**config.mk**
```make
export PLATFORM = sky130hd
export DESIGN_NAME = pms_mult
export DESIGN_NICKNAME = d
export VERILOG_FILES = /design/src/rtl/pms_pkg.sv /design/src/rtl/pms_mult.sv
export SDC_FILE = /design/constraint.sdc
export NUM_CORES = 2
export LEC_CHECK = 0
export BUFFER_PORTS_ARGS = -buffer_cell sky130_fd_sc_hd__buf_4
export CAP_MARGIN = 20
export CORE_MARGIN = 8
export CORE_UTILIZATION = 48
export CTS_CLUSTER_SIZE = 12
export DETAILED_ROUTE_END_ITERATION = 6
export GPL_TIMING_DRIVEN = 0
export PLACE_DENSITY = 0.68
export RECOVER_POWER = 25
export SKIP_CTS_REPAIR_TIMING = 1
export SLEW_MARGIN = 20
export SYNTH_ARGS = -nofsm -noshare
export SYNTH_HDL_FRONTEND = slang
export SYNTH_SLANG_ARGS = --single-unit
```
**constraint.sdc**
```tcl
create_clock -name clk -period 3.1 [get_ports clk]
set_input_delay 0.155 -clock clk [delete_from_list [all_inputs] [get_ports clk]]
set_output_delay 0.155 -clock clk [all_outputs]
set_load 0.005 [all_outputs]
```
**src/rtl/pms_pkg.sv**
```systemverilog
// ----------------------------------------------------------------------------
// pms_pkg
// Shared widths, register indexes and stage types of the PID speed controller.
// ----------------------------------------------------------------------------
package pms_pkg;

	localparam int GAIN_W     = 16;
	localparam int LIM_W      = 15;
	localparam int SP_W       = 16;
	localparam int MEAS_W     = 16;
	localparam int ERR_W      = 16;
	localparam int RAW_W      = 18;
	localparam int SUM_W      = 17;
	localparam int DIFF_W     = 17;
	localparam int PROD_W     = 32;
	localparam int DPROD_W    = 33;
	localparam int TOT_W      = 35;
	localparam int DRIVE_W    = 8;
	localparam int CFG_IDX_W  = 2;
	localparam int CFG_DATA_W = 16;

	localparam logic [CFG_IDX_W-1:0] REG_P_GAIN      = 2'd0;
	localparam logic [CFG_IDX_W-1:0] REG_I_GAIN      = 2'd1;
	localparam logic [CFG_IDX_W-1:0] REG_D_GAIN      = 2'd2;
	localparam logic [CFG_IDX_W-1:0] REG_INTEG_LIMIT = 2'd3;

	localparam logic [LIM_W-1:0]   INTEG_LIMIT_RST = 15'h7fff;
	localparam logic [DRIVE_W-1:0] DRIVE_MAX       = 8'd255;
	localparam logic [DRIVE_W-1:0] DRIVE_MIN       = 8'd0;
	localparam logic signed [ERR_W-1:0] ERR_MAX    = 16'sh7fff;
	localparam logic signed [ERR_W-1:0] ERR_MIN    = -16'sh8000;

	typedef struct packed {
		logic signed [GAIN_W-1:0] p_gain;
		logic signed [GAIN_W-1:0] i_gain;
		logic signed [GAIN_W-1:0] d_gain;
		logic [LIM_W-1:0]         integ_limit;
	} cfg_t;

	typedef struct packed {
		logic signed [ERR_W-1:0]  err;
		logic signed [DIFF_W-1:0] diff;
		logic signed [ERR_W-1:0]  isum;
		logic                     clamp;
	} front_t;

	typedef struct packed {
		logic signed [PROD_W-1:0]  pterm;
		logic signed [PROD_W-1:0]  iterm;
		logic signed [DPROD_W-1:0] dterm;
	} prod_t;

endpackage

```
**src/rtl/pms_mult.sv**
```systemverilog
// ----------------------------------------------------------------------------
// pms_mult
// Proportional, integral and derivative products, one stage.
// ----------------------------------------------------------------------------
module pms_mult import pms_pkg::*; (
	input  logic   clk,
	input  logic   arst_n,
	input  cfg_t   cfg,
	input  logic   in_valid,
	output logic   in_ready,
	input  front_t in_data,
	output logic   out_valid,
	input  logic   out_ready,
	output prod_t  out_data
);

	logic  valid_s2;
	prod_t data_s2;
	prod_t nxt;

	assign in_ready = !valid_s2 || out_ready;

	always_comb begin
		nxt.pterm = cfg.p_gain * in_data.err;
		// While clamped, the integral term is the limit itself, not a product.
		if (in_data.clamp) begin
			nxt.iterm = PROD_W'(in_data.isum);
		end else begin
			nxt.iterm = cfg.i_gain * in_data.isum;
		end
		nxt.dterm = cfg.d_gain * in_data.diff;
	end

	always_ff @(posedge clk or negedge arst_n) begin
		if (!arst_n) begin
			valid_s2 <= 1'b0;
		end else if (in_ready) begin
			valid_s2 <= in_valid;
		end
	end

	always_ff @(posedge clk) begin
		if (in_valid && in_ready) begin
			data_s2 <= nxt;
		end
	end

	assign out_valid = valid_s2;
	assign out_data  = data_s2;

endmodule

```
[Word level (Yosys, flattened, before mapping)]
Cells that the tools add are included.
Cells by class
  add/subtract/negate cells: 0
  multiply operators: 3
  div/mod/pow operators: 0
  $lt $le $gt $ge: 0
  equality and inequality tests: 0
  shift operators: 0
  multiplexer cells: 1
  bitwise logic cells: 0
  reduce and logical (&&, ||, !) cells: 3
Operators by type and width (number)
  $mul 16x16->32: 2
  $mul 16x17->33: 1
  $mux 32: 1
  $logic_and 1x1->1: 1
  $logic_not 1->1: 1
  $logic_or 1x1->1: 1
Word-level totals
  flip-flop bits (word level): 98
  bits in latches: 0
  bits in writable memories: 0
  ROM bits: 0
  input port bits: 117
  output and inout port bits: 99
  memories: 0

[Logic depth before layout (Yosys ltp)]
  depth after elaboration: 3
  mapped depth: 25

[Worst setup path after synthesis]
OpenSTA, ideal clock, no wires.
  path type: input to register
  start point: input port cfg[46] (netlist bit)
  end point: register data_s2, in the netlist out_data[64], data pin
  library setup time: 0.152 ns
  arrival time: 6.007 ns
  required time: 2.948 ns
  setup slack: -3.059 ns
  stages on the path: 20
  cell sequence: clkbuf_1 > nand2_1 > inv_1 > fa_1 > fa_1 > fa_1 > fa_1 > fa_1 > inv_1 > fa_1 > inv_1 > ha_1 > and2_1 > a2111oi_0 > nor2_1 > a211o_1 > o211ai_1 > a41oi_1 > or3_1 > a31oi_1
RTL lines
  start, declared: line pms_mult.sv:8  | input cfg_t cfg,
  end signal, assigned: line pms_mult.sv:44  | data_s2 <= nxt;
  end, declared: line pms_mult.sv:18  | prod_t data_s2;

==> key figures <==
Detailed routing
  – Drt initial violations: 1341
  – Drt drc: 0
  – Antenna-violating nets left: 0
  – Final WL: 92.6 mm
  – Vias: 24985
  – First-pass iteration count of the detailed router: 5
  – Via-to-Cell Ratio: 5.19
  – WL/cell: 19.2 um

Finish
  – # fillers: 5761
  – Core Util, Final: 0.600
  – Antenna Cells: 0
  – Area grow syn2layout: 23.8%
  – Nets: 5043
  – Layout cells sized above 1: 0.229
  – Fin area: 0.0412 sq mm
  – FF/Latch Area: 0.00294 sq mm
  – Area of the multi-input gates: 0.0286 sq mm

Global routing
  – GRT overflow: 0
  – Largest net degree at the start of global routing: 45
  – First-pass GRT wire length: 142 mm
  – Vias in the first global route: 26321
  – Antenna violations before repair: 0
  – Total Routing Usage GR: 0.235

Worst setup path
  – Setup crit end kind: register
  – Worst path cell trace: buf_4 > buf_8 > and2_4 > fa_2 > inv_1 > fa_2 > fa_2 > fa_1 > inv_1 > fa_1 > fa_1 > ha_4 > and3_4 > a221o_1 > a221o_2 > nand4_4 > a31oi_4 > o41ai_4 > mux2i_1 > a2111oi_2
  – Crit path max-delay family: adder cells
  – CP bufs+invs: 4
  – CP startpoint: cfg[53]
  – Slowest stage cell, crit path: fa_2
  – Critical Path Max Stage Delay: 0.58 ns
  – Flop-to-flop setup slack: 1.27 ns
  – CP Max Fanout: 8
  – Setup crit start kind: primary input
  – Setup Crit Path Kind: in2reg
  – Reg2Reg Launch Point: out_valid$_DFFE_PN0N_
  – CP Data Arrival Time: 6.09 ns
  – Worst endpoint required time: 3.29 ns

Clock tree
  – Sink Count: 98
  – H-tree levels: 3
  – Root Driver: clkbuf_16
  – Longest Clk Path Bufs: 2
  – CTS clk-pin slew, worst paths: 0.09 ns
  – Skew-Pair Late Insertion Delay: 0.40 ns
  – CTS tree: built
  – CTS buffer count: 9

Run
  – # Max-Cap Violations: 0

Floorplan
  – Core area: 0.0686 sq mm
  – Initial Util: 0.485
  – Die width: 279 um
  – Die area: 0.0780 sq mm
  – # rows: 96
  – Ports: 216
  – Die Y: 279 um

Logic synthesis
  – FFs w/ async S/R, synth: 0.0102
  – Synth area leaders: fa_1 48%, inv_1 10%, ha_1 9.3%
  – Synth unique cells: 65
  – Cell area after synthesis: 0.0333 sq mm
  – Mapped Cells: 3503
  – Post-synth EDFFs: 97
  – Area leader, netlist: fa_1
  – Post-synth top flop: edfxtp_1
  – Syn avg cell area: 9.50 sq um
  – Yosys top cell area share: 0.481
  – Synth Net Count: 4668
  – Synthesized flop and latch total: 98
  – Synth warn: 0
  – Post-synthesis sequential area ratio: 0.0883

Timing
  – RSZ-0062 raised after global routing: yes
  – Least-Margin Pin Slew: 0.755 ns
  – Hold Vio Cnt, Final: 0
  – Final Skew: 0.0154 ns
  – Worst relative slew slack: 0.497
  – PnR worst setup slack: -2.80 ns
  – Highest Clock Rate: 0.170 GHz
  – Final Cycle Share: 1.90
  – Fin Setup TNS: -150.92 ns
  – Tmin final: 5.90 ns
  – Final slew viol count: 0
  – Final setup vio count: 78

Placed design
  – Dpl hpwl: 74.4 mm
  – GPL Wtd Cong: 0.904
  – Port buffer count: 193
  – DP Area: 0.0376 sq mm

Hold path
  – Type of the tightest min-delay check: in2reg
  – Hold_sp: out_ready

Outcome
  – Violated checks: setup timing
  – Outcome: complete, but fails checks
## per-stage QoR
| stage | hold slack [ns] | setup WS (ns) | std cells |
|---|---|---|---|
| after floorplan | -0.141 | -2.57 | 3503 |
| after global placement | -0.0685 | -3.71 | 4627 |
| after detailed placement | -0.0679 | -3.76 | 4629 |
| after CTS | -0.508 | -3.34 | 4645 |
| after global routing | 0.0771 | -2.96 | 4814 |
| final | 0.0661 | -2.80 | 4814 |
## worst min-delay path: stages
cell and delay, ns:
buf_4 0.07, nand2b_1 0.13, nand2b_1 0.07
## flip-flops by register name, indices dropped and copies added, names as in the netlist
signal and cells:
out_valid 1, out_data 97
## cell usage after synthesis (19+ instances only)
master / instances
nand2b_1: 23
inv_1: 917
xnor2_1: 71
ha_1: 248
nor2_1: 82
nor3_1: 19
a21oi_1: 61
clkbuf_1: 113
and2_1: 349
o21ai_0: 59
fa_1: 800
xor2_1: 24
nand2_1: 434
edfxtp_1: 97
a21o_1: 34
## cell type report
cell class                      instances  share of cell area
Clock inverter                          6             0.00128
Clock buffer                           10             0.00556
Inverter                              917              0.0838
Sequential cell                        98              0.0713
Tap cell                              931              0.0283
Buffer                                113              0.0368
Multi-Input combinational cell       2374               0.695
Timing Repair Buffer                  365              0.0780
## placed cells by master (no fill, tap or decap), types with 25 or more instances in the layout
cell / synthesis / final
a21o_1: 34 / 33
a21oi_1: 61 / 26
a21oi_2: 1 / 26
and2_1: 349 / 316
and2_4: 0 / 33
buf_4: 0 / 297
buf_6: 0 / 64
buf_8: 0 / 47
edfxtp_1: 97 / 97
fa_1: 800 / 757
fa_2: 0 / 43
ha_1: 248 / 181
ha_4: 0 / 47
inv_1: 917 / 858
inv_2: 0 / 56
nand2_1: 434 / 395
nand2_2: 0 / 25
nor2_1: 82 / 66
xnor2_1: 71 / 59
## cell families (layout without fill, tap and decap cells)
| group | after synthesis | after routing | share of synthesized area |
|---|---|---|---|
| AO/OA/AOI/OAI | 260 | 260 | 0.0517 |
| buffers and inverters | 1031 | 1411 | 0.116 |
| XOR/XNOR | 95 | 95 | 0.0250 |
| AND/OR/NAND/NOR | 966 | 966 | 0.142 |
| multiplexers | 5 | 5 | 0.00165 |
| flip-flops | 98 | 98 | 0.0883 |
| adder cells (fa/ha/maj) | 1048 | 1048 | 0.575 |
## final timing paths
check,endpoint,cells after the start
setup reg to reg,out_data[11]$_DFFE_PP_,4
hold / removal,out_valid$_DFFE_PN0N_,3
setup / recovery,out_data[96]$_DFFE_PP_,20
max in group asynchronous,out_valid$_DFFE_PN0N_,2
hold reg to reg,out_valid$_DFFE_PN0N_,2
min in group asynchronous,out_valid$_DFFE_PN0N_,2
## routing by layer
| layer | GRT usage | share of wire |
|---|---|---|
| met4 | 0.0825 | 0.040 |
| met1 | 0.296 | 0.39 |
| met5 | 0 | 0 |
| met3 | 0.0467 | 0.074 |
| met2 | 0.400 | 0.50 |
Power is left out: the tool's default activity adds up to more than one toggle a clock period on the data nets, which glitch-free logic cannot reach.
