--- src/rtl/pms_pkg.sv ---
// ----------------------------------------------------------------------------
// pms_pkg
// Shared widths, register indexes and stage types of the PID speed controller.
// ----------------------------------------------------------------------------
package pms_pkg;

	localparam int GAIN_W     = 16;
	localparam int LIM_W      = 15;
	localparam int SP_W       = 16;
	localparam int MEAS_W     = 16;
	localparam int ERR_W      = 16;
	localparam int RAW_W      = 18;
	localparam int SUM_W      = 17;
	localparam int DIFF_W     = 17;
	localparam int PROD_W     = 32;
	localparam int DPROD_W    = 33;
	localparam int TOT_W      = 35;
	localparam int DRIVE_W    = 8;
	localparam int CFG_IDX_W  = 2;
	localparam int CFG_DATA_W = 16;

	localparam logic [CFG_IDX_W-1:0] REG_P_GAIN      = 2'd0;
	localparam logic [CFG_IDX_W-1:0] REG_I_GAIN      = 2'd1;
	localparam logic [CFG_IDX_W-1:0] REG_D_GAIN      = 2'd2;
	localparam logic [CFG_IDX_W-1:0] REG_INTEG_LIMIT = 2'd3;

	localparam logic [LIM_W-1:0]   INTEG_LIMIT_RST = 15'h7fff;
	localparam logic [DRIVE_W-1:0] DRIVE_MAX       = 8'd255;
	localparam logic [DRIVE_W-1:0] DRIVE_MIN       = 8'd0;
	localparam logic signed [ERR_W-1:0] ERR_MAX    = 16'sh7fff;
	localparam logic signed [ERR_W-1:0] ERR_MIN    = -16'sh8000;

	typedef struct packed {
		logic signed [GAIN_W-1:0] p_gain;
		logic signed [GAIN_W-1:0] i_gain;
		logic signed [GAIN_W-1:0] d_gain;
		logic [LIM_W-1:0]         integ_limit;
	} cfg_t;

	typedef struct packed {
		logic signed [ERR_W-1:0]  err;
		logic signed [DIFF_W-1:0] diff;
		logic signed [ERR_W-1:0]  isum;
		logic                     clamp;
	} front_t;

	typedef struct packed {
		logic signed [PROD_W-1:0]  pterm;
		logic signed [PROD_W-1:0]  iterm;
		logic signed [DPROD_W-1:0] dterm;
	} prod_t;

endpackage

--- src/rtl/pms_front.sv ---
// ----------------------------------------------------------------------------
// pms_front
// Error saturation, integral clamping and derivative difference; holds the
// integral sum and previous error state.
// ----------------------------------------------------------------------------
module pms_front import pms_pkg::*; (
	input  logic                   clk,
	input  logic                   arst_n,
	input  cfg_t                   cfg,
	input  logic                   in_valid,
	output logic                   in_ready,
	input  logic signed [SP_W-1:0] setpoint,
	input  logic [MEAS_W-1:0]      measured,
	output logic                   out_valid,
	input  logic                   out_ready,
	output front_t                 out_data
);

	logic signed [ERR_W-1:0] isum_q;
	logic signed [ERR_W-1:0] prev_err_q;
	logic                    valid_s1;
	front_t                  data_s1;

	logic signed [RAW_W-1:0] raw;
	logic signed [SUM_W-1:0] sum;
	logic signed [SUM_W-1:0] lim;
	logic signed [SUM_W-1:0] neg_lim;
	front_t                  nxt;
	logic                    accept;

	assign in_ready = !valid_s1 || out_ready;
	assign accept   = in_valid && in_ready;

	always_comb begin
		raw     = RAW_W'(setpoint) - $signed({2'b00, measured});
		lim     = $signed({2'b00, cfg.integ_limit});
		neg_lim = -lim;

		if (raw > RAW_W'(ERR_MAX)) begin
			nxt.err = ERR_MAX;
		end else if (raw < RAW_W'(ERR_MIN)) begin
			nxt.err = ERR_MIN;
		end else begin
			nxt.err = raw[ERR_W-1:0];
		end

		sum = SUM_W'(isum_q) + SUM_W'(nxt.err);
		if (sum > lim) begin
			nxt.isum  = lim[ERR_W-1:0];
			nxt.clamp = 1'b1;
		end else if (sum < neg_lim) begin
			nxt.isum  = neg_lim[ERR_W-1:0];
			nxt.clamp = 1'b1;
		end else begin
			nxt.isum  = sum[ERR_W-1:0];
			nxt.clamp = 1'b0;
		end

		nxt.diff = DIFF_W'(prev_err_q) - DIFF_W'(nxt.err);
	end

	always_ff @(posedge clk or negedge arst_n) begin
		if (!arst_n) begin
			isum_q     <= '0;
			prev_err_q <= '0;
			valid_s1   <= 1'b0;
		end else begin
			if (accept) begin
				isum_q     <= nxt.isum;
				prev_err_q <= nxt.err;
			end
			if (in_ready) begin
				valid_s1 <= in_valid;
			end
		end
	end

	always_ff @(posedge clk) begin
		if (accept) begin
			data_s1 <= nxt;
		end
	end

	assign out_valid = valid_s1;
	assign out_data  = data_s1;

endmodule

--- config.mk ---
export PLATFORM = sky130hd
export DESIGN_NAME = pms_front
export DESIGN_NICKNAME = d
export VERILOG_FILES = /design/src/rtl/pms_pkg.sv /design/src/rtl/pms_front.sv
export SDC_FILE = /design/constraint.sdc
export NUM_CORES = 1
export LEC_CHECK = 0
export BUFFER_PORTS_ARGS = -buffer_cell sky130_fd_sc_hd__buf_2
export CAP_MARGIN = 20
export CORE_UTILIZATION = 55
export DETAILED_ROUTE_END_ITERATION = 8
export HOLD_SLACK_MARGIN = 0.15
export PLACE_DENSITY = 0.83
export SYNTH_ARGS = -nofsm -noshare
export SYNTH_HDL_FRONTEND = slang
export SYNTH_SLANG_ARGS = --single-unit
--- constraint.sdc ---
create_clock -name clk -period 5.3 [get_ports clk]
set_input_delay 0.265 -clock clk [delete_from_list [all_inputs] [get_ports clk]]
set_output_delay 0.265 -clock clk [all_outputs]
set_load 0.005 [all_outputs]
# Word-level counts from Yosys, hierarchy flattened
# Index checks and enable logic that the tools add are counted.
[word_totals] reg_bits=83 output_inout_bits=52 word_cells=22
[op_classes] n_addsub=4 order_cmp=4 mux=4 n_reduce_logical=3
[op_table] op="$mux W17" count=2
[op_table] op="$mux W16" count=2
[op_table] op="$gt A18 B16 Y1 const B" count=1
[op_table] op="$lt A18 B16 Y1 const B" count=1
[op_table] op="$sub A16 B17 Y18" count=1
[op_table] op="$add A16 B16 Y17" count=1
[op_table] op="$gt A17 B16 Y1" count=1
[op_table] op="$lt A17 B17 Y1" count=1
[op_table] op="$neg A15 Y17" count=1
[op_table] op="$sub A16 B16 Y17" count=1
[op_table] op="$logic_and A1 B1 Y1" count=1
[op_table] op="$logic_not A1 Y1" count=1
[op_table] op="$logic_or A1 B1 Y1" count=1

# Depth between registers and ports, before layout
[depth] ltp_word=8 depth_mapped=34 mapped_depth_nobuf=31

# Least setup slack after synthesis
# Ideal clock, no wire load.
[synth_timing] path_type="in2reg" startpoint="input measured[1]" endpoint="register data_s1 (netlist bit out_data[10]), data pin" setup_time_ns=0.259 arrival_time_ns=6.929 required_time_ns=5.041 path_slack_ns=-1.888 cell_stages=31 n_path_buf=3 path_cell_list="inv_1 > ha_1 > nor2b_1 > o2111ai_1 > and3_1 > o21ai_1 > nand2_1 > a211oi_1 > inv_1 > nor4b_2 > buf_2 > o21a_1 > ha_1 > inv_1 > fa_1 > nand2b_1 > a211oi_1 > o221a_4 > o221a_2 > a31o_2 > inv_1 > ha_1 > or4b_2 > o21ai_0 > nor3_1 > a21oi_1 > buf_2 > clkbuf_1 > mux2_2 > nand2_1 > nand2_1"
[synth_lines] element="start: declaration" line_no="pms_front.sv:13" source="input logic [MEAS_W-1:0] measured,"
[synth_lines] element="end signal: assignment" line_no="pms_front.sv:80" source="data_s1 <= nxt;"
[synth_lines] element="end: declaration" line_no="pms_front.sv:22" source="front_t data_s1;"

==> impl_metrics.toml <==
[timing]
relSlewSlack = 0.4143
skew_ps = 8.387
slew_viol_final = 0
rsz0062_at_grt = "true"
layout_setup_ws_ps = -1070
hold_ws_ps = 230.4
finalSetupViolations = 34
period_share = 1.202
max_freq_mhz = 157.0
hold_viol = 0
post-route-min-period_ps = 6370
tightest_slew_ps = 878.6

[finish]
final_layout_size_suffix_gt1_frac = 0.4421
area_growth_pct = 51.70
diodes = 0
final_area_um2 = 10110
fin_nets = 1213

[setup_path]
crit_type = "primary input to flop"
rr_worst_depth = 19
rr_endpoint = "isum_q[7]$_DFFE_PN0P_"
rrSetupSlack_ps = 760
r2r-start = "isum_q[0]$_DFFE_PN0P_"
cp_num_buf_inv = 7
cp.required_ps = 5540
start_kind = "primary input"
crit_path_max_incr_delay_ps = 410
slowest_stage = "o32ai_2"
cp.arrival_ps = 6610
path_delay_family = "compound AO/OA/AOI/OAI gates"
endpoint_kind = "flop"
crit_path_max_fanout = 7

[synthesis]
netlist_area_um2 = 6668
synth.most_common_cell = "ha_1"
synth_area_leaders = "edfxtp_1 (23%), ha_1 (15%), dfrtp_1 (12%), xnor2_1 (4.6%), inv_1 (4.2%)"
synthFlopType = "edfxtp_1"
yosysSeqAreaShare = 0.3490
synth_commonest_cells = "ha_1 (80), inv_1 (75), nor2_1 (66), nand2_1 (54), o21ai_0 (53)"
async_flop_share = 0.3976
synth_edf_count = 50
ys_seq_elements = 83
syn-num-nets = 911
synth_warnings = 0
synthDistinctLibCells = 65
synth_largest_area_cell = "edfxtp_1"
netlist.area_leader.share = 0.2252
syn_area_per_cell_um2 = 9.146
synth_cells = 729

[status]
outcome = "finished, violations left"
violations = "design-rule violations, negative setup slack"

[power_and_ir_drop]
peakVddDrop_mv = 0.5200
p_per_area_nw_per_um2 = 780.0
total_leakage_power_nw = 4.780

[drt]
wl_per_cell_um = 22.52
routed_via_density = 6.527
drtIter0Drc = 997
ant_nets = 0
drt_pass1_iterations = 8
drc = 8
wirelength_um = 26560
vias = 7695

[job]
max_cap_viol_count = 0

[clocking]
clk_pin_slew_ps = 70
htree_num_levels = 3
cts_buffers = 9
clockBufferDepth = 2
clockRootBuffer = "clkbuf_16"
cts_num_sinks = 83
cts_tree = "built"
clock_latency_ps = 360

[global_route]
grt_max_degree = 39
grt_pass1_vias = 7200
grt_util_all_layers = 0.3443
antenna_found_initial = 1
globalRouteOverflowTotal = 0
grt_first_pass_wirelength_um = 33910

[place]
placed_area_um2 = 8777
dp_hpwl_um = 14730
port_buffers = 102
gp_congestion = 0.8725

[floorplan]
coreArea_um2 = 11610
die_h_um = 112.1
die_area_um2 = 12570
rows = 39
start_util = 0.5741
io_pins = 151
dieWidth_um = 112.1

[hold_path]
whs_endpoint = "out_valid$_DFFE_PN0N_"
worstHoldPathType = "primary input to flop"
hold-path-cell-count = 3
hold_start = "out_ready"
[report_power, final]
part / leakage [nW] / switching [mW] / internal [mW]
clock network: 0.154 / 0.273 / 0.413
registers: 0.886 / 0.123 / 1.03
logic: 3.74 / 3.04 / 3.01
total: 4.78 / 3.44 / 4.45
[placed cells by master (no fill, tap or decap), types with 7 or more instances in the layout]
| master | netlist | final |
|---|---|---|
| buf_4 | 0 | 183 |
| nor3_1 | 20 | 18 |
| nand2_1 | 54 | 48 |
| xor2_1 | 9 | 9 |
| a21oi_1 | 37 | 25 |
| nor2_1 | 66 | 55 |
| mux2i_4 | 0 | 9 |
| o21ai_0 | 53 | 36 |
| a21oi_2 | 0 | 9 |
| o21ai_1 | 2 | 8 |
| ha_1 | 80 | 64 |
| a21o_1 | 7 | 7 |
| buf_2 | 2 | 101 |
| or3_1 | 12 | 12 |
| nand2b_1 | 10 | 8 |
| inv_1 | 75 | 67 |
| o21a_1 | 14 | 14 |
| dfrtp_1 | 33 | 33 |
| edfxtp_1 | 50 | 50 |
| xnor2_1 | 35 | 32 |
| nand3_1 | 20 | 16 |
| a31oi_1 | 10 | 9 |
| mux2_4 | 0 | 12 |
| buf_6 | 1 | 14 |
| ha_4 | 0 | 10 |
| and2_1 | 9 | 7 |
| clkbuf_16 | 0 | 9 |
[through the flow]
| step | instances | setup slack [ps] | total power [mW] | setup TNS [ps] | util |
|---|---|---|---|---|---|
| 2_1_floorplan | 729 | -830.3 | 3.605 | -23960 | - |
| 3_3_place_gp | 1114 | -1133 | 4.955 | -31950 | 0.7558 |
| 3_5_place_dp | 1114 | -1394 | 5.107 | -40330 | 0.7558 |
| 4_1_cts | 1168 | -720.3 | 6.743 | -20600 | 0.8343 |
| 5_1_grt | 1179 | -1292 | 8.129 | -38460 | 0.8709 |
| 6_report | 1179 | -1070 | 7.889 | -31180 | 0.8709 |
[repair_timing]
| action | in CTS | in global routing |
|---|---|---|
| endpoints found under the setup margin | 33 | 38 |
| gates cloned | 2 | 0 |
| buffers inserted | 34 | 13 |
| pin swaps | 44 | 48 |
| hold buffers | 2 | 0 |
| hold endpoints to repair | 34 | 0 |
| gates resized for setup | 74 | 79 |
[state kept, by name, summed over array words and instances (netlist names)]
register    flops
out_valid       1
prev_err_q     16
isum_q         16
out_data       50
[worst reg2reg max path, cell delays in order (launching register included)]
cell and delay, ps:
dfrtp_1 380, ha_2 230, inv_2 60, fa_2 340
nand2b_4 160, a211oi_4 280, buf_4 160, buf_4 110
o31ai_1 80, a21oi_1 290, ha_1 340, nand3_1 140
o211ai_1 130, o32ai_2 410, a2111oi_2 150, nor2_2 220
a2bb2oi_4 300, buf_8 210, a21oi_2 120, o31ai_4 350
[kinds of logic (layout without fill, tap and decap cells)]
group / after synthesis / after routing / share of synthesized area
AND/OR/NAND/NOR: 224 / 224 / 0.1629
AO/OA/AOI/OAI: 178 / 178 / 0.1755
buffers and inverters: 90 / 397 / 0.05217
adder cells (fa/ha/maj): 83 / 83 / 0.1591
flip-flops: 83 / 83 / 0.3490
XOR/XNOR: 44 / 44 / 0.05780
multiplexers: 27 / 27 / 0.04354
[metal layers]
layer	track usage	wire length, um	vias up
met4	0.1724	2435	2
li1	-	-	3234
met2	0.6298	12540	619
met1	0.3823	9249	3561
met5	0	13	-
met3	0.06479	2320	279
[worst max-delay path by stage]
stage,to,startpoint,depth (start not counted),slack (ps)
after floorplan,out_data[10]$_DFFE_PP_,measured[1],31,-830
after global placement,isum_q[15]$_DFFE_PN0P_,setpoint[8],29,-1130
after detailed placement,isum_q[15]$_DFFE_PN0P_,setpoint[0],32,-1390
after CTS,isum_q[0]$_DFFE_PN0P_,setpoint[0],33,-720
after global routing,isum_q[7]$_DFFE_PN0P_,measured[6],30,-1290
final,isum_q[7]$_DFFE_PN0P_,setpoint[0],32,-1070
[area by class of cell]
type,count,area (um2)
clock inverter,5,78.83
timing repair buffer,305,2150
fill,513,1499
clock buffer,11,232.7
inverter,76,302.8
sequential,83,2327
multi-input combinational,556,4845
tap,143,178.9
(Power assumes the default switching activity.)
