<file path="config.mk">
export PLATFORM = sky130hd
export DESIGN_NAME = pms_scale
export DESIGN_NICKNAME = d
export VERILOG_FILES = /design/src/rtl/pms_pkg.sv /design/src/rtl/pms_scale.sv
export SDC_FILE = /design/constraint.sdc
export NUM_CORES = 1
export LEC_CHECK = 0
export BUFFER_PORTS_ARGS = -buffer_cell sky130_fd_sc_hd__buf_2
export CAP_MARGIN = 30
export CORE_AREA = 4 4 83 85
export DETAILED_ROUTE_END_ITERATION = 7
export DIE_AREA = 0 0 87 89
export GPL_ROUTABILITY_DRIVEN = 0
export PLACE_DENSITY = 0.82
export SYNTH_ARGS = -nofsm -noshare
export SYNTH_HDL_FRONTEND = slang
export SYNTH_SLANG_ARGS = --single-unit
</file>
<file path="constraint.sdc">
create_clock -name clk -period 1.5 [get_ports clk]
set_clock_uncertainty 0.05 [all_clocks]
set_input_delay 0.45 -clock clk [delete_from_list [all_inputs] [get_ports clk]]
set_output_delay 0.45 -clock clk [all_outputs]
set_load 0.01 [all_outputs]
</file>
<file path="src/rtl/pms_pkg.sv">
// ----------------------------------------------------------------------------
// pms_pkg
// Shared widths, register indexes and stage types of the PID speed controller.
// ----------------------------------------------------------------------------
package pms_pkg;

	localparam int GAIN_W     = 16;
	localparam int LIM_W      = 15;
	localparam int SP_W       = 16;
	localparam int MEAS_W     = 16;
	localparam int ERR_W      = 16;
	localparam int RAW_W      = 18;
	localparam int SUM_W      = 17;
	localparam int DIFF_W     = 17;
	localparam int PROD_W     = 32;
	localparam int DPROD_W    = 33;
	localparam int TOT_W      = 35;
	localparam int DRIVE_W    = 8;
	localparam int CFG_IDX_W  = 2;
	localparam int CFG_DATA_W = 16;

	localparam logic [CFG_IDX_W-1:0] REG_P_GAIN      = 2'd0;
	localparam logic [CFG_IDX_W-1:0] REG_I_GAIN      = 2'd1;
	localparam logic [CFG_IDX_W-1:0] REG_D_GAIN      = 2'd2;
	localparam logic [CFG_IDX_W-1:0] REG_INTEG_LIMIT = 2'd3;

	localparam logic [LIM_W-1:0]   INTEG_LIMIT_RST = 15'h7fff;
	localparam logic [DRIVE_W-1:0] DRIVE_MAX       = 8'd255;
	localparam logic [DRIVE_W-1:0] DRIVE_MIN       = 8'd0;
	localparam logic signed [ERR_W-1:0] ERR_MAX    = 16'sh7fff;
	localparam logic signed [ERR_W-1:0] ERR_MIN    = -16'sh8000;

	typedef struct packed {
		logic signed [GAIN_W-1:0] p_gain;
		logic signed [GAIN_W-1:0] i_gain;
		logic signed [GAIN_W-1:0] d_gain;
		logic [LIM_W-1:0]         integ_limit;
	} cfg_t;

	typedef struct packed {
		logic signed [ERR_W-1:0]  err;
		logic signed [DIFF_W-1:0] diff;
		logic signed [ERR_W-1:0]  isum;
		logic                     clamp;
	} front_t;

	typedef struct packed {
		logic signed [PROD_W-1:0]  pterm;
		logic signed [PROD_W-1:0]  iterm;
		logic signed [DPROD_W-1:0] dterm;
	} prod_t;

endpackage

</file>
<file path="src/rtl/pms_scale.sv">
// ----------------------------------------------------------------------------
// pms_scale
// Sums the three terms, divides by the scale factor toward zero and clamps
// the quotient to the drive range; holds the result register.
// ----------------------------------------------------------------------------
module pms_scale import pms_pkg::*; #(
	parameter int SCALE_DIV = 128
) (
	input  logic               clk,
	input  logic               arst_n,
	input  logic               in_valid,
	output logic               in_ready,
	input  prod_t              in_data,
	output logic               out_valid,
	input  logic               out_ready,
	output logic [DRIVE_W-1:0] drive
);

	localparam longint FULL_SCALE = longint'(SCALE_DIV) << DRIVE_W;
	localparam int     NUM_W      = $clog2(FULL_SCALE);
	localparam logic signed [TOT_W-1:0] TOT_FULL = TOT_W'(FULL_SCALE);
	localparam int     DIV_SH     = NUM_W + $clog2(SCALE_DIV);
	localparam longint RECIP      = ((longint'(1) << DIV_SH) + longint'(SCALE_DIV) - 1) /
		longint'(SCALE_DIV);
	localparam int     RECIP_W    = $clog2(RECIP + 1);
	localparam int     QPROD_W    = NUM_W + RECIP_W;
	localparam logic [RECIP_W-1:0] RECIP_K = RECIP_W'(RECIP);

	logic               valid_s3;
	logic               zero_s3;
	logic               full_s3;
	logic [NUM_W-1:0]   num_s3;
	logic               valid_q;
	logic [DRIVE_W-1:0] drive_q;

	logic signed [TOT_W-1:0] total;
	logic                    ready_s3;
	logic [QPROD_W-1:0]      qprod;
	logic [DRIVE_W-1:0]      quot;
	logic [DRIVE_W-1:0]      drive_d;

	assign ready_s3 = !valid_q || out_ready;
	assign in_ready = !valid_s3 || ready_s3;

	assign total = TOT_W'(in_data.pterm) + TOT_W'(in_data.iterm) + TOT_W'(in_data.dterm);

	always_ff @(posedge clk or negedge arst_n) begin
		if (!arst_n) begin
			valid_s3 <= 1'b0;
			valid_q  <= 1'b0;
		end else begin
			if (in_ready) begin
				valid_s3 <= in_valid;
			end
			if (ready_s3) begin
				valid_q <= valid_s3;
			end
		end
	end

	// Negative totals give a quotient of zero or below; totals of at least
	// 256 times the divisor give a quotient above the drive range.
	always_ff @(posedge clk) begin
		if (in_valid && in_ready) begin
			zero_s3 <= total < 0;
			full_s3 <= total >= TOT_FULL;
			num_s3  <= total[NUM_W-1:0];
		end
	end

	// A value below 256 times the divisor is divided by multiplying with the
	// reciprocal rounded up. The shift is wide enough that the rounding error
	// never reaches the next quotient step, so the quotient is exact.
	always_comb begin
		qprod = QPROD_W'(num_s3) * QPROD_W'(RECIP_K);
		quot  = qprod[DIV_SH +: DRIVE_W];
		if (zero_s3) begin
			drive_d = DRIVE_MIN;
		end else if (full_s3) begin
			drive_d = DRIVE_MAX;
		end else begin
			drive_d = quot;
		end
	end

	always_ff @(posedge clk) begin
		if (valid_s3 && ready_s3) begin
			drive_q <= drive_d;
		end
	end

	assign out_valid = valid_q;
	assign drive     = drive_q;

endmodule

</file>
### Word level (Yosys, flattened, before mapping)

Cells that the tools add are included.

| storage, ports and cells | value |
|---|---|
| register bits after elaboration | 27 |
| output and inout bits | 10 |
| logic and storage cells | 17 |

| cells by class | value |
|---|---|
| add/subtract/negate cells | 2 |
| magnitude comparators | 2 |
| multiplexer cells | 1 |
| reductions and logical operators | 6 |

Operators with widths:

| cell | number |
|---|---|
| adder 33 x 33 -> 34 bit | 1 |
| >= comparator 34 x 17 -> 1 bit (second input constant) | 1 |
| less-than comparator 34 x 1 -> 1 bit (second input constant) | 1 |
| adder 32 x 32 -> 33 bit | 1 |
| two-way mux 8 bit | 1 |
| logical AND 1 bit | 2 |
| logical NOT 1 bit | 2 |
| logical OR 1 bit | 2 |

### Logic depth before layout (Yosys ltp)

| depth | value |
|---|---|
| word-level depth | 4 |
| mapped depth | 15 |
| depth with buffers taken out | 15 |

### Worst setup path after synthesis

No wires, ideal clock.

| path | value |
|---|---|
| kind | in2reg |
| start | in in_data[1] in the netlist's numbering |
| end | reg full_s3, data pin |
| library setup time | 273 ps |
| arrival time | 3267 ps |
| required time | 1177 ps |
| slack | -2090 ps |
| cell stages on the path | 13 |
| path buffers | 0 |
| cells stage by stage | fa_1 ha_1 fa_1 a211oi_2 o21ai_2 a41oi_2 o21ai_1 xor2_1 nor4b_2 nand3_1 a211o_1 nor4_2 a41oi_1 |

| on the way | value |
|---|---|
| longest elaborated chain between the ends | 2 |

RTL lines:

| what | RTL line | RTL |
|---|---|---|
| from (decl) | pms_scale.sv:13 | `input prod_t in_data,` |
| adder 33 x 33 -> 34 bit | pms_scale.sv:45 | `assign total = TOT_W'(in_data.pterm) + TOT_W'(in_data.iterm) + TOT_W'(in_data.dterm);` |
| >= comparator 34 x 17 -> 1 bit | pms_scale.sv:66 | `full_s3 <= total >= TOT_FULL;` |
| to (signal assigned) | pms_scale.sv:66 |  |
| to (decl) | pms_scale.sv:31 | `logic full_s3;` |

No other way between the ends.
A chain may end at the register's enable or synchronous reset.

### Worst setup path after layout

Ends and elaborated chain as after synthesis.

==> metrics.txt <==
Post-Syn Area between 3000 and 4000 um2; dpl hpwl between 6 and 7 mm; worst min-delay path category in -> reg; Hold Fails Final Rpt 0; starting DRC count in detailed routing 103; pwr dens just under 1000 nW/um2; port bufs 110; status complete, but fails checks; layout cell share with drive strength beyond 1 0.451; critical path type in -> reg; startpoint types primary input; Unique masters post-synth 53; GR Util All Layers 0.207; Peak supply drop between 0.0007 and 0.0008 V; die area ~7700 um2; CP max FO 3; Site Rows 29; slew at the pin closest to its max-slew limit approximately 0.43 ns; area of the core between 6000 and 7000 um2; final hold slack roughly 0.35 ns; Hold Path Sink valid_s3$_DFFE_PN0N_; Routed WL per cell approximately 14 um; routed vias/inst about 5.5; starting density of the core 0.489; Skew-Pair Late Insertion Delay 0.26 ns; Worst EP arrival about 3.5 ns; maximum number of pins on one net before global-route repair 13; Avg Inst Size Synth between 9 and 10 um2; post-route cell area about 4500 um2; Syn Nets 481; WHS Path Cells 2; flops & latches, synth 20; CP endpoint kind register; Leak between 2 and 2.5 nW; Ys Warns 0; DR vias between 3000 and 4000; RSZ-0062 raised after global routing yes; ANT cells 0; CTS tree yes; flop-to-flop setup slack 0.17 ns; clock-pin slew on the worst setup and hold paths roughly 0.070 ns; vias in the first global route approximately 3300; first-pass GRT wire length 13.2 mm; worst endpoint required time roughly 1.4 ns; Final ANT Viol Nets 0; post-synthesis sequential area ratio 0.195; post-synth top area cell fa_1; Hold Startpoint in_valid; max-slew violations 0; failing checks setup timing; post-synth top area share 0.224; GRT overflow 0; final setup vio count 10; r2r endpoint num_s3[11]$_DFFE_PP_; post-layout util 0.727; period utilization 2.35; die height 89 um; Highest Clock Rate 0.284 GHz; Worst R2R Start valid_s3$_DFFE_PN0N_; crit path time final roughly 3.5 ns; CTS Buffer Depth 2; WL final 8.30 mm; Num CTS Buffers 3; max cap viols 0; initial antenna violation count 0; Mapped Cells roughly 310; clock sink count 20; clock root buffer clkbuf_8; r2r worst-path depth 2; Final #Nets slightly below 700; DIE WIDTH ~87 um; Final Non-Filler Cells 585; area grow syn2layout 48.7%; Critical Path Start in_data[1]; worst rel slew slack 0.712; Setup WS post-layout -2.02 ns; largest cells by area after synthesis fa_1 22%, edfxtp_1 18%, ha_1 13%; TritonRoute pass-1 iters 4; # DRC 0; Placed Area approximately 4300 um2; Max H-tree Level 1; Placed Cells about 580; io pins 111
## metal layers
| metal | GRT usage | vias to the layer above | share of wire |
|---|---|---|---|
| li1 | - | 1530 | - |
| met1 | 0.233 | 1502 | 0.37 |
| met2 | 0.404 | 134 | 0.54 |
| met3 | 0.0184 | 37 | 0.061 |
| met4 | 0.0751 | 0 | 0.034 |
| met5 | 0 | - | 0 |
## state kept, by name, summed over array words and instances, names as in the netlist
signal / count
num_s3: 8
drive: 8
valid_s3: 1
zero_s3: 1
full_s3: 1
out_valid: 1
## what timing repair did
item | CTS | global route
setup endpoints to repair | 10 | 10
hold buffers | 1 | 0
resized for setup | 7 | 10
endpoints found under the hold margin | 2 | 0
buffers inserted | 6 | 2
pin swaps | 14 | 11
## cell usage after synthesis, drive strengths merged
cell     instances
nor2            36
fa              34
ha              32
a21oi           31
nand2           23
edfxtp          18
o21ai           13
xor2            13
inv             12
a21o             9
nand3            8
xnor2            8
o21bai           7
clkbuf           6
nand2b           5
o21a             5
and2             4
nand4            4
nor3             4
o211ai           4
a31oi            3
a41oi            3
a211oi           2
a221oi           2
and3             2
buf              2
dfrtp            2
mux2i            2
nor2b            2
o22ai            2
o31a             2
o31ai            2
a2111oi          1
a211o            1
a21boi           1
a222oi           1
a41o             1
and4             1
nand3b           1
nor4             1
nor4b            1
o2111ai          1
o2bb2ai          1
or2              1
## report_power, final
group	switching, W	internal (W)	total (W)
Sequential	0.0000474	0.000786	0.000833
Combinational	0.00155	0.00158	0.00313
Clock	0.000168	0.000356	0.000524
Total	0.00176	0.00273	0.00449
## worst max-delay path by stage
stage,to,slack [ns],cells past startpoint
3_5_place_dp,full_s3$_DFFE_PP_,-2.35,14
6_report,full_s3$_DFFE_PP_,-2.02,15
3_3_place_gp,full_s3$_DFFE_PP_,-2.11,14
5_1_grt,full_s3$_DFFE_PP_,-2.20,14
4_1_cts,full_s3$_DFFE_PP_,-2.04,14
2_1_floorplan,full_s3$_DFFE_PP_,-1.88,13
## worst max-delay path, stage by stage
cell      delay (ns)
buf_6           0.09
fa_1            0.49
ha_2            0.20
fa_2            0.34
a211oi_2        0.22
o21ai_2         0.12
buf_4           0.15
a41oi_4         0.18
nor2_1          0.10
o31ai_2         0.24
o21a_1          0.17
o211ai_1        0.11
o31a_1          0.16
nor4_4          0.30
a41oi_2         0.13
## final cells by class
class / instances / area, um2
Clock buffer: 3 / 41.3
Clock inverter: 1 / 30.0
Fill cell: 438 / 1690
Inverter: 12 / 45.0
Multi-Input combinational cell: 274 / 2470
Sequential cell: 20 / 591
Tap cell: 77 / 96.3
Timing Repair Buffer: 198 / 1240
## through the flow
step	setup slack (ns)	power [W]	TNS, ns
after floorplan	-1.88	0.00249	-10.43
after global placement	-2.11	0.00360	-13.36
after detailed placement	-2.35	0.00372	-14.20
after CTS	-2.04	0.00433	-11.56
after global routing	-2.20	0.00484	-12.48
final	-2.02	0.00449	-11.58
## placed cells by master (no fill, tap or decap), types with 3 or more instances in the layout
cell type	netlist	final
o21bai_1	6	6
buf_4	1	84
a21o_1	9	9
o21ai_1	6	6
and2_1	3	3
ha_1	32	30
nand3_1	8	7
xnor2_1	8	6
edfxtp_1	18	18
buf_2	1	108
inv_1	12	12
nor2_1	36	36
o21ai_0	6	5
nand4_1	4	4
nor3_1	4	4
a21oi_2	0	5
a21oi_1	31	26
buf_6	0	5
nand2_1	23	23
clkbuf_8	0	3
o211ai_1	4	4
xor2_1	13	12
o21a_1	5	5
fa_1	34	33
nand2b_1	5	5
## logic make-up after synthesis
kind of cell,count (synthesis),synth area share
buffers and inverters,20,0.0264
DFF,20,0.195
xor gates and xnor gates,21,0.0606
adders and majority gates,66,0.356
muxes,2,0.00660
AOI/OAI and AO/OA,92,0.210
and+or+nand+nor,93,0.146
Power figures use the tool's default switching activity.
