File: src/rtl/pms_pkg.sv
// ----------------------------------------------------------------------------
// pms_pkg
// Shared widths, register indexes and stage types of the PID speed controller.
// ----------------------------------------------------------------------------
package pms_pkg;

	localparam int GAIN_W     = 16;
	localparam int LIM_W      = 15;
	localparam int SP_W       = 16;
	localparam int MEAS_W     = 16;
	localparam int ERR_W      = 16;
	localparam int RAW_W      = 18;
	localparam int SUM_W      = 17;
	localparam int DIFF_W     = 17;
	localparam int PROD_W     = 32;
	localparam int DPROD_W    = 33;
	localparam int TOT_W      = 35;
	localparam int DRIVE_W    = 8;
	localparam int CFG_IDX_W  = 2;
	localparam int CFG_DATA_W = 16;

	localparam logic [CFG_IDX_W-1:0] REG_P_GAIN      = 2'd0;
	localparam logic [CFG_IDX_W-1:0] REG_I_GAIN      = 2'd1;
	localparam logic [CFG_IDX_W-1:0] REG_D_GAIN      = 2'd2;
	localparam logic [CFG_IDX_W-1:0] REG_INTEG_LIMIT = 2'd3;

	localparam logic [LIM_W-1:0]   INTEG_LIMIT_RST = 15'h7fff;
	localparam logic [DRIVE_W-1:0] DRIVE_MAX       = 8'd255;
	localparam logic [DRIVE_W-1:0] DRIVE_MIN       = 8'd0;
	localparam logic signed [ERR_W-1:0] ERR_MAX    = 16'sh7fff;
	localparam logic signed [ERR_W-1:0] ERR_MIN    = -16'sh8000;

	typedef struct packed {
		logic signed [GAIN_W-1:0] p_gain;
		logic signed [GAIN_W-1:0] i_gain;
		logic signed [GAIN_W-1:0] d_gain;
		logic [LIM_W-1:0]         integ_limit;
	} cfg_t;

	typedef struct packed {
		logic signed [ERR_W-1:0]  err;
		logic signed [DIFF_W-1:0] diff;
		logic signed [ERR_W-1:0]  isum;
		logic                     clamp;
	} front_t;

	typedef struct packed {
		logic signed [PROD_W-1:0]  pterm;
		logic signed [PROD_W-1:0]  iterm;
		logic signed [DPROD_W-1:0] dterm;
	} prod_t;

endpackage

File: src/rtl/pms_cfg_regs.sv
// ----------------------------------------------------------------------------
// pms_cfg_regs
// Gain and integral limit registers, written through a plain write port.
// ----------------------------------------------------------------------------
module pms_cfg_regs import pms_pkg::*; (
	input  logic                  clk,
	input  logic                  arst_n,
	input  logic                  cfg_we,
	input  logic [CFG_IDX_W-1:0]  cfg_idx,
	input  logic [CFG_DATA_W-1:0] cfg_wdata,
	output cfg_t                  cfg
);

	cfg_t cfg_q;

	always_ff @(posedge clk or negedge arst_n) begin
		if (!arst_n) begin
			cfg_q.p_gain      <= '0;
			cfg_q.i_gain      <= '0;
			cfg_q.d_gain      <= '0;
			cfg_q.integ_limit <= INTEG_LIMIT_RST;
		end else if (cfg_we) begin
			unique case (cfg_idx)
				REG_P_GAIN:      cfg_q.p_gain      <= cfg_wdata;
				REG_I_GAIN:      cfg_q.i_gain      <= cfg_wdata;
				REG_D_GAIN:      cfg_q.d_gain      <= cfg_wdata;
				REG_INTEG_LIMIT: cfg_q.integ_limit <= cfg_wdata[LIM_W-1:0];
			endcase
		end
	end

	assign cfg = cfg_q;

endmodule

File: config.mk
export PLATFORM = sky130hd
export DESIGN_NAME = pms_cfg_regs
export DESIGN_NICKNAME = d
export VERILOG_FILES = /design/src/rtl/pms_pkg.sv /design/src/rtl/pms_cfg_regs.sv
export SDC_FILE = /design/constraint.sdc
export NUM_CORES = 1
export LEC_CHECK = 0
export BUFFER_PORTS_ARGS = -buffer_cell sky130_fd_sc_hd__buf_2
export CAP_MARGIN = 30
export CORE_AREA = 2 2 71 73
export CTS_BUF_LIST = sky130_fd_sc_hd__clkbuf_4 sky130_fd_sc_hd__clkbuf_8
export DETAILED_ROUTE_END_ITERATION = 7
export DIE_AREA = 0 0 73 75
export PLACE_DENSITY = 0.81
export SYNTH_ARGS = -nofsm -noshare
export SYNTH_HDL_FRONTEND = slang
export SYNTH_SLANG_ARGS = --single-unit
File: constraint.sdc
create_clock -name clk -period 2.1 [get_ports clk]
set_input_delay 0.21 -clock clk [delete_from_list [all_inputs] [get_ports clk]]
set_output_delay 0.21 -clock clk [all_outputs]
set_load 0.1 [all_outputs]
======== Word level (Yosys, flattened, before mapping) ========
Cells that the tools add are included.
operators by class
  $add $sub $neg .......................... 0
  multipliers ............................. 0
  div/mod/pow operators ................... 0
  $lt $le $gt $ge ......................... 0
  eq/ne operators ......................... 3
  shifts and indexed selects .............. 0
  muxes and demuxes ....................... 0
  bitwise operators ....................... 0
  reductions and logical operators ........ 5
operators with widths
  cell                                                 number
  AND reduction 2 bit                                  4
  equality test 2 bit, second input constant           2
  equality test 2 x 1 -> 1 bit, second input constant  1
  logical NOT 2 bit                                    1
storage, ports and cells
  register bits ........................... 63
  bits in latches ......................... 0
  RAM bits ................................ 0
  memory bits (read-only) ................. 0
  memories ................................ 0

======== Depth between registers and ports, before layout ========
Gate-level depths: netlist of the first run.
  word-level depth ........................ 2
  mapped depth ............................ 3
  mapped depth without buffers ............ 2

======== Worst setup path after synthesis of the first run ========
Ideal clock, no wire load.
  kind .................................... reg2reg
  start ................................... reg, netlist name cfg[15]
  end ..................................... reg cfg_q (netlist bit cfg[15])
  arrival time ............................ 1134 ps
  data required time ...................... 1974 ps
  slack ................................... 840 ps
  stages on the path, launching flop included .. 2
  path buffers ............................ 0
  clock period less this slack ............ 1260 ps
  cells stage by stage .................... dfrtp_1 mux2_2
RTL lines
  item              RTL line            RTL
  end: declaration  pms_cfg_regs.sv:14  cfg_t cfg_q;

======== Final worst setup path of the first run ========
  start ................................... reg cfg_q (netlist bit cfg[12])
  end ..................................... out cfg[12] (netlist bit)
RTL lines
  item              RTL line            RTL
  end: declaration  pms_cfg_regs.sv:11  output cfg_t cfg
No word-level cell between the ends.

==> reports/qor.log, run 1 <==
[cts] CTS tree built
[synthesis] Synth cell types 10
[setup_path] crit path max-delay cell type dfstp_2
[cts] clock-pin slew on the worst setup and hold paths 0.07 ns
[cts] number of buffers on the longest clock path 2
[cts] post-CTS setup buffer count 0
[timing] final number of setup-violating endpoints 0
[synthesis] main area contributors after synthesis dfrtp_1, mux2_2, dfstp_2
[synthesis] synthesized net count 155
[cts] number of sinks handled by clock tree synthesis 63
[synthesis] proportion of netlist area held by the largest area contributor 0.502
[cts] number of buffers inserted by hold repair at cts 1
[final_layout] fraction of layout cells with a size suffix above 1 0.791
[cts] Num CTS Buffers 9
[timing] final-report hold violation count 0
[route] via count 1,444
[grt] GR Overflow Total 0
[setup_path] cells along the critical path buf_2
[timing] portion of the clock cycle consumed by the worst path in the final layout 0.705
[route] DR WL/cell 16.2 um
[setup_path] Crit path required time 1.89 ns
[synthesis] Seq/Total Area, Yosys 0.666
[setup_path] worst path arrival time 1.27 ns
[final_layout] ANT cells 0
[synthesis] synth cell count leaders mux2_2, dfrtp_1, dfstp_2
[pwr] peak supply drop 897 uV
[final_layout] Util after Layout 0.664
[grt] via count of the first global-routing pass 1,466
[cts] level count of the clock H-tree 3
[setup_path] Bufs and invs on worst path 1
[die] standard-cell rows 25
[setup_path] peak fanout along the critical path 2
[timing] unrepaired setup endpoints after global routing no
[final_layout] max FFs per register 63
[min_path] WHS Path Cells 2
[route] final antenna-violating net count 0
[setup_path] Crit path max-delay family flip-flops
[final_layout] FILL cells 343
[pwr] leakage component of the power 1.48 nW
[route] violation count after the first detailed-routing iteration 41
[timing] Max Slew Vio Count 0
[placement] DP Wirelength 3.20 mm
[pwr] total power density per cell area 1590 nW/um2
[grt] total routing resource utilization after global routing 0.179
[synthesis] netlist area before placement 2390 um2
[grt] pin count of the biggest net entering global routing 30
[synthesis] post-synthesis cell type with the largest combined area dfrtp_1
[timing] normalized max-slew margin 0.674
[timing] Final Skew 0 ns
[setup_path] launching point of the worst reg2reg path cfg[23]
[setup_path] slack of the worst reg-to-reg path 1.33 ns
[synthesis] count of state elements after synthesis 63
[route] mean number of vias per cell 5.01
[cts] root buf cell clkbuf_8
[cts] post-cts repair resize count 0
[die] width of the chip 73 um
[synthesis] most frequent cell after synthesis mux2_2
[min_path] hold_sp cfg_wdata[15]
[timing] final-layout setup total negative slack 0 ns
[grt] wire length of the first global-routing pass 7.18 mm
[route] sum of routed wire length over all layers 4.67 mm
[grt] number of antenna violations at the first check in global routing 0
[final_layout] area overhead of the layout relative to synthesis 29.2%
[final_layout] net count of the finished layout 250
[outcome] run status finished, final reports clean
[run] total of max-cap violations 0
[route] drt drc 0
[timing] maximum operating frequency 0.675 GHz
[placement] port bufs 83
[timing] shortest clock period the worst path allows after layout 1.48 ns
[setup_path] Worst R2R End cfg[23]
[synthesis] cells after synthesis 134
[synthesis] EDFF count, synth 0
[timing] transition at the pin with the smallest max-transition slack 0.486 ns
[route] drt pass-1 iters 3
[die] overall die height 75 um
[cts] Skew-Pair Late Insertion Delay 0.32 ns
[setup_path] CP startpoint kind flip-flop
[setup_path] number of cells traversed by the worst register-to-register path 1
[synthesis] Yosys warning total 0
[setup_path] Setup crit end kind output pin
[die] # IOs 84
[synthesis] most used flip-flop cell after synthesis dfrtp_1
[die] Die Footprint 5480 um2
[die] core footprint 4660 um2
[placement] RD Place Congestion 0.682
[min_path] terminating pin of the worst hold path cfg[30]
[synthesis] syn avg cell area 17.9 um2
[die] initial core utilization 0.514
[min_path] class of the most critical hold timing path in2reg
[setup_path] Largest stage delay, worst path 0.53 ns
[setup_path] critical path type reg2out
[synthesis] fraction of registers with async set or reset after synthesis 1.00
-- area by class of cell --
class | count | area (um2) | area share
clock buffers | 16 | 201 | 0.0651
well taps | 54 | 67.6 | 0.0218
multi-input cells | 67 | 761 | 0.246
repair buffers | 88 | 468 | 0.151
flip-flops and latches | 63 | 1600 | 0.516
-- logic make-up after synthesis --
group,synth area share
and+or+nand+nor,0.0214
buffers and inverters,0.0157
DFF,0.666
muxes,0.296
-- stage by stage --
| stage | instances | total power [mW] | worst slack [ns] | hold slack [ns] | area, um2 |
|---|---|---|---|---|---|
| after CTS | 288 | 4.97 | 0.598 | 0.130 | 3090 |
| final | 288 | 4.93 | 0.620 | 0.150 | 3090 |
| after global placement | 271 | 3.90 | 0.667 | 0.136 | 2880 |
| after detailed placement | 271 | 3.93 | 0.658 | 0.135 | 2880 |
| after global routing | 288 | 5.08 | 0.571 | 0.153 | 3090 |
| after floorplan | 134 | 3.57 | 0.840 | -0.0856 | 2390 |
-- cells in the final DEF, fill, tap and decap left out --
cell,instances
mux2_2,63
dfstp_2,15
nand3_2,1
clkbuf_8,13
clkbuf_4,3
buf_2,83
buf_12,1
dlygate4sd3_1,1
nor3b_4,1
nand3b_2,2
buf_4,3
dfrtp_1,48
-- where the power goes --
group | internal [mW] | total (mW) | switching (mW) | leakage, nW
Clock | 0.599 | 1.02 | 0.425 | 0.107
Sequential | 1.48 | 1.59 | 0.109 | 0.726
Combinational | 0.356 | 2.31 | 1.95 | 0.646
Total | 2.44 | 4.93 | 2.49 | 1.48
-- how the worst max path moves through the flow --
stage	start	to	slack, ns	cells after the start
final	cfg[12]	cfg[12]	0.62	1
after global routing	cfg[13]	cfg[13]	0.57	1
after CTS	cfg[0]	cfg[0]	0.60	1
after detailed placement	cfg_idx[0]	cfg[23]	0.66	3
after global placement	cfg_idx[0]	cfg[26]	0.67	3
after floorplan	cfg[15]	cfg[15]	0.84	1
-- per-layer routing --
| layer | global-route usage | share of wire | up-vias |
|---|---|---|---|
| met5 | 0 | 0 | - |
| met4 | 0.0556 | 0.0062 | 0 |
| met3 | 0.0750 | 0.082 | 5 |
| met2 | 0.271 | 0.45 | 63 |
| met1 | 0.239 | 0.46 | 705 |
| li1 | - | - | 671 |
Note: power is estimated with default switching activity, not from simulation.
==> inputs of run 2 (changes only) <==
ABC_AREA = 1   (was unset)
CORE_AREA = 2 2 74 76   (was 2 2 71 73)
DIE_AREA = 0 0 76 78   (was 0 0 73 75)
PLACE_DENSITY = 0.8   (was 0.81)
clock period = 1.39 ns   (was 2.1 ns; I/O delays follow)
==> reports/qor.log, run 2 <==
[outcome] run status finished, final reports clean
[pwr] total power density per cell area 2010 nW/um2
[final_layout] fraction of layout cells with a size suffix above 1 0.356
[pwr] leakage component of the power 1.90 nW
[die] standard-cell rows 26
[setup_path] Crit path max-delay family buffers and inverters
[die] initial core utilization 0.515
[route] DR WL/cell 15.1 um
[setup_path] worst path arrival time 1.15 ns
[synthesis] syn avg cell area 9.25 um2
[final_layout] leading cell type in the layout, fill and taps excluded nand2_1
[die] core footprint 5040 um2
[final_layout] net count of the finished layout 387
[route] via count 2,351
[synthesis] Synth Area in XOR/XNOR 0
[pwr] peak supply drop 1390 uV
[final_layout] FILL cells 377
[setup_path] cells along the critical path buf_2
[setup_path] CP startpoint kind flip-flop
[cts] root buf cell clkbuf_8
[route] final antenna-violating net count 0
[grt] via count of the first global-routing pass 2,210
[die] overall die height 78 um
[timing] Final Skew 0 ns
[setup_path] Setup crit end kind output pin
[grt] total routing resource utilization after global routing 0.233
[grt] GR Overflow Total 0
[final_layout] area overhead of the layout relative to synthesis 35.9%
[synthesis] share of the synthesized area in compound gates (AO/OA/AOI/OAI) 0
[die] width of the chip 76 um
[grt] pin count of the biggest net entering global routing 28
[synthesis] cells after synthesis 281
[synthesis] Seq/Total Area, Yosys 0.614
[timing] unrepaired setup endpoints after global routing no
[synthesis] synth cell count leaders nand2_1, dfrtp_1, nand4_1
[timing] maximum operating frequency 0.777 GHz
[synthesis] basic-gate share of the synthesized area counting and, or, nand and nor cells 0.342
[die] Die Footprint 5930 um2
[placement] port bufs 83
[cts] CTS tree built
[final_layout] ANT cells 0
[timing] transition at the pin with the smallest max-transition slack 0.503 ns
[synthesis] fraction of registers with async set or reset after synthesis 1.00
[synthesis] Yosys warning total 0
[timing] worst hold slack across all endpoints 0.0778 ns
[timing] final-layout setup total negative slack 0 ns
[route] drt pass-1 iters 5
[setup_path] Crit path required time 1.25 ns
[die] # IOs 84
[route] violation count after the first detailed-routing iteration 170
[grt] wire length of the first global-routing pass 10.7 mm
[synthesis] count of state elements after synthesis 63
[synthesis] most used flip-flop cell after synthesis dfrtp_1
[synthesis] post-synthesis cell type with the largest combined area dfrtp_1
[synthesis] netlist area before placement 2600 um2
[setup_path] crit path max-delay cell type buf_2
[synthesis] proportion of netlist area held by the largest area contributor 0.462
[setup_path] slack of the worst reg-to-reg path 0.63 ns
[route] drt drc 0
[timing] normalized max-slew margin 0.667
[synthesis] main combinational cell family by area after synthesis simple AND/OR/NAND/NOR gates
[synthesis] most frequent cell after synthesis nand2_1
[setup_path] peak fanout along the critical path 2
[cts] Num CTS Buffers 9
[run] total of max-cap violations 0
[final_layout] highest-count cells in the layout ignoring fill and taps nand2_1, buf_2, dfrtp_1
[timing] portion of the clock cycle consumed by the worst path in the final layout 0.926
[timing] shortest clock period the worst path allows after layout 1.29 ns
[cts] Skew-Pair Late Insertion Delay 0.34 ns
[timing] Max Slew Vio Count 0
[timing] final-report hold violation count 0
[placement] DP Wirelength 4.64 mm
[synthesis] post-synthesis adder-cell area fraction 0
[grt] number of antenna violations at the first check in global routing 0
[synthesis] EDFF count, synth 0
[min_path] class of the most critical hold timing path in2reg
[final_layout] max FFs per register 63
[setup_path] Bufs and invs on worst path 1
[cts] number of sinks handled by clock tree synthesis 63
[timing] final number of setup-violating endpoints 0
[cts] level count of the clock H-tree 3
[synthesis] synthesized net count 302
[setup_path] Largest stage delay, worst path 0.44 ns
[route] sum of routed wire length over all layers 6.67 mm
[placement] RD Place Congestion 0.862
[route] mean number of vias per cell 5.33
[cts] post-cts repair resize count 0
[cts] number of buffers on the longest clock path 2
[synthesis] main area contributors after synthesis dfrtp_1, nand2_1, dfstp_2
[synthesis] Synth cell types 13
[setup_path] critical path type reg2out
[synthesis] multiplexer share of the synthesized area 0
[cts] clock-pin slew on the worst setup and hold paths 0.07 ns
[run 2: timing repair]
item                                   4_1_cts  5_1_grt
endpoints found under the hold margin        4        0
hold buffers                                 1        0
setup buffers                                0        0
[run 2: through the flow]
step / utilization / instance area (um2) / power [mW] / setup WS, ns / std cells
after floorplan: - / 2600 / 4.87 / 0.244 / 281
final: 0.700 / 3530 / 7.11 / 0.104 / 441
after CTS: 0.700 / 3530 / 7.13 / 0.0922 / 441
after global routing: 0.700 / 3530 / 7.32 / 0.0761 / 441
after detailed placement: 0.662 / 3340 / 5.65 / 0.109 / 424
after global placement: 0.662 / 3340 / 5.62 / 0.163 / 424
[run 2: metal layers]
| metal | vias to the layer above | wire length [um] | track usage | share of wire |
|---|---|---|---|---|
| li1 | 1115 | - | - | - |
| met1 | 1117 | 2950 | 0.321 | 0.44 |
| met2 | 96 | 3090 | 0.345 | 0.46 |
| met3 | 23 | 442 | 0.0488 | 0.066 |
| met4 | 0 | 186 | 0.133 | 0.028 |
| met5 | - | 0 | 0 | 0 |
[run 2: area by class of cell]
| class | count | area (um2) | area share |
|---|---|---|---|
| timing repair buffer | 96 | 766 | 0.217 |
| tap | 70 | 87.6 | 0.0248 |
| clock inverter | 1 | 5.00 | 0.00142 |
| clock buffer | 15 | 181 | 0.0514 |
| multi-input combinational | 194 | 890 | 0.252 |
| inverter | 2 | 7.51 | 0.00213 |
| sequential | 63 | 1600 | 0.452 |
[run 2: kinds of logic (layout without fill, tap and decap cells)]
family        after synthesis  count (layout)
simple gates              194             194
flops                      63              63
buf+inv                    24             114
[run 2: worst min-delay path, cell delays in order]
cell and delay, ns:
buf_2 0.13, nand4_1 0.10, nand2_1 0.05
[run 2: power by group]
part	total, mW	leakage (nW)	switching [mW]	internal [mW]
sequential	2.39	0.756	0.207	2.18
combinational	3.24	1.04	2.64	0.598
clock	1.48	0.101	0.653	0.823
total	7.11	1.90	3.50	3.60
[run 2: worst paths after layout]
path,cells past startpoint,startpoint,endpoint
worst max-delay path,1,cfg[51],cfg[51]
worst min-delay path,3,cfg_wdata[1],cfg[1]
worst max register to register,2,cfg[4],cfg[4]
worst min register to register,2,cfg[41],cfg[41]
max in group asynchronous,3,arst_n,cfg[13]
min in group asynchronous,2,arst_n,cfg[21]
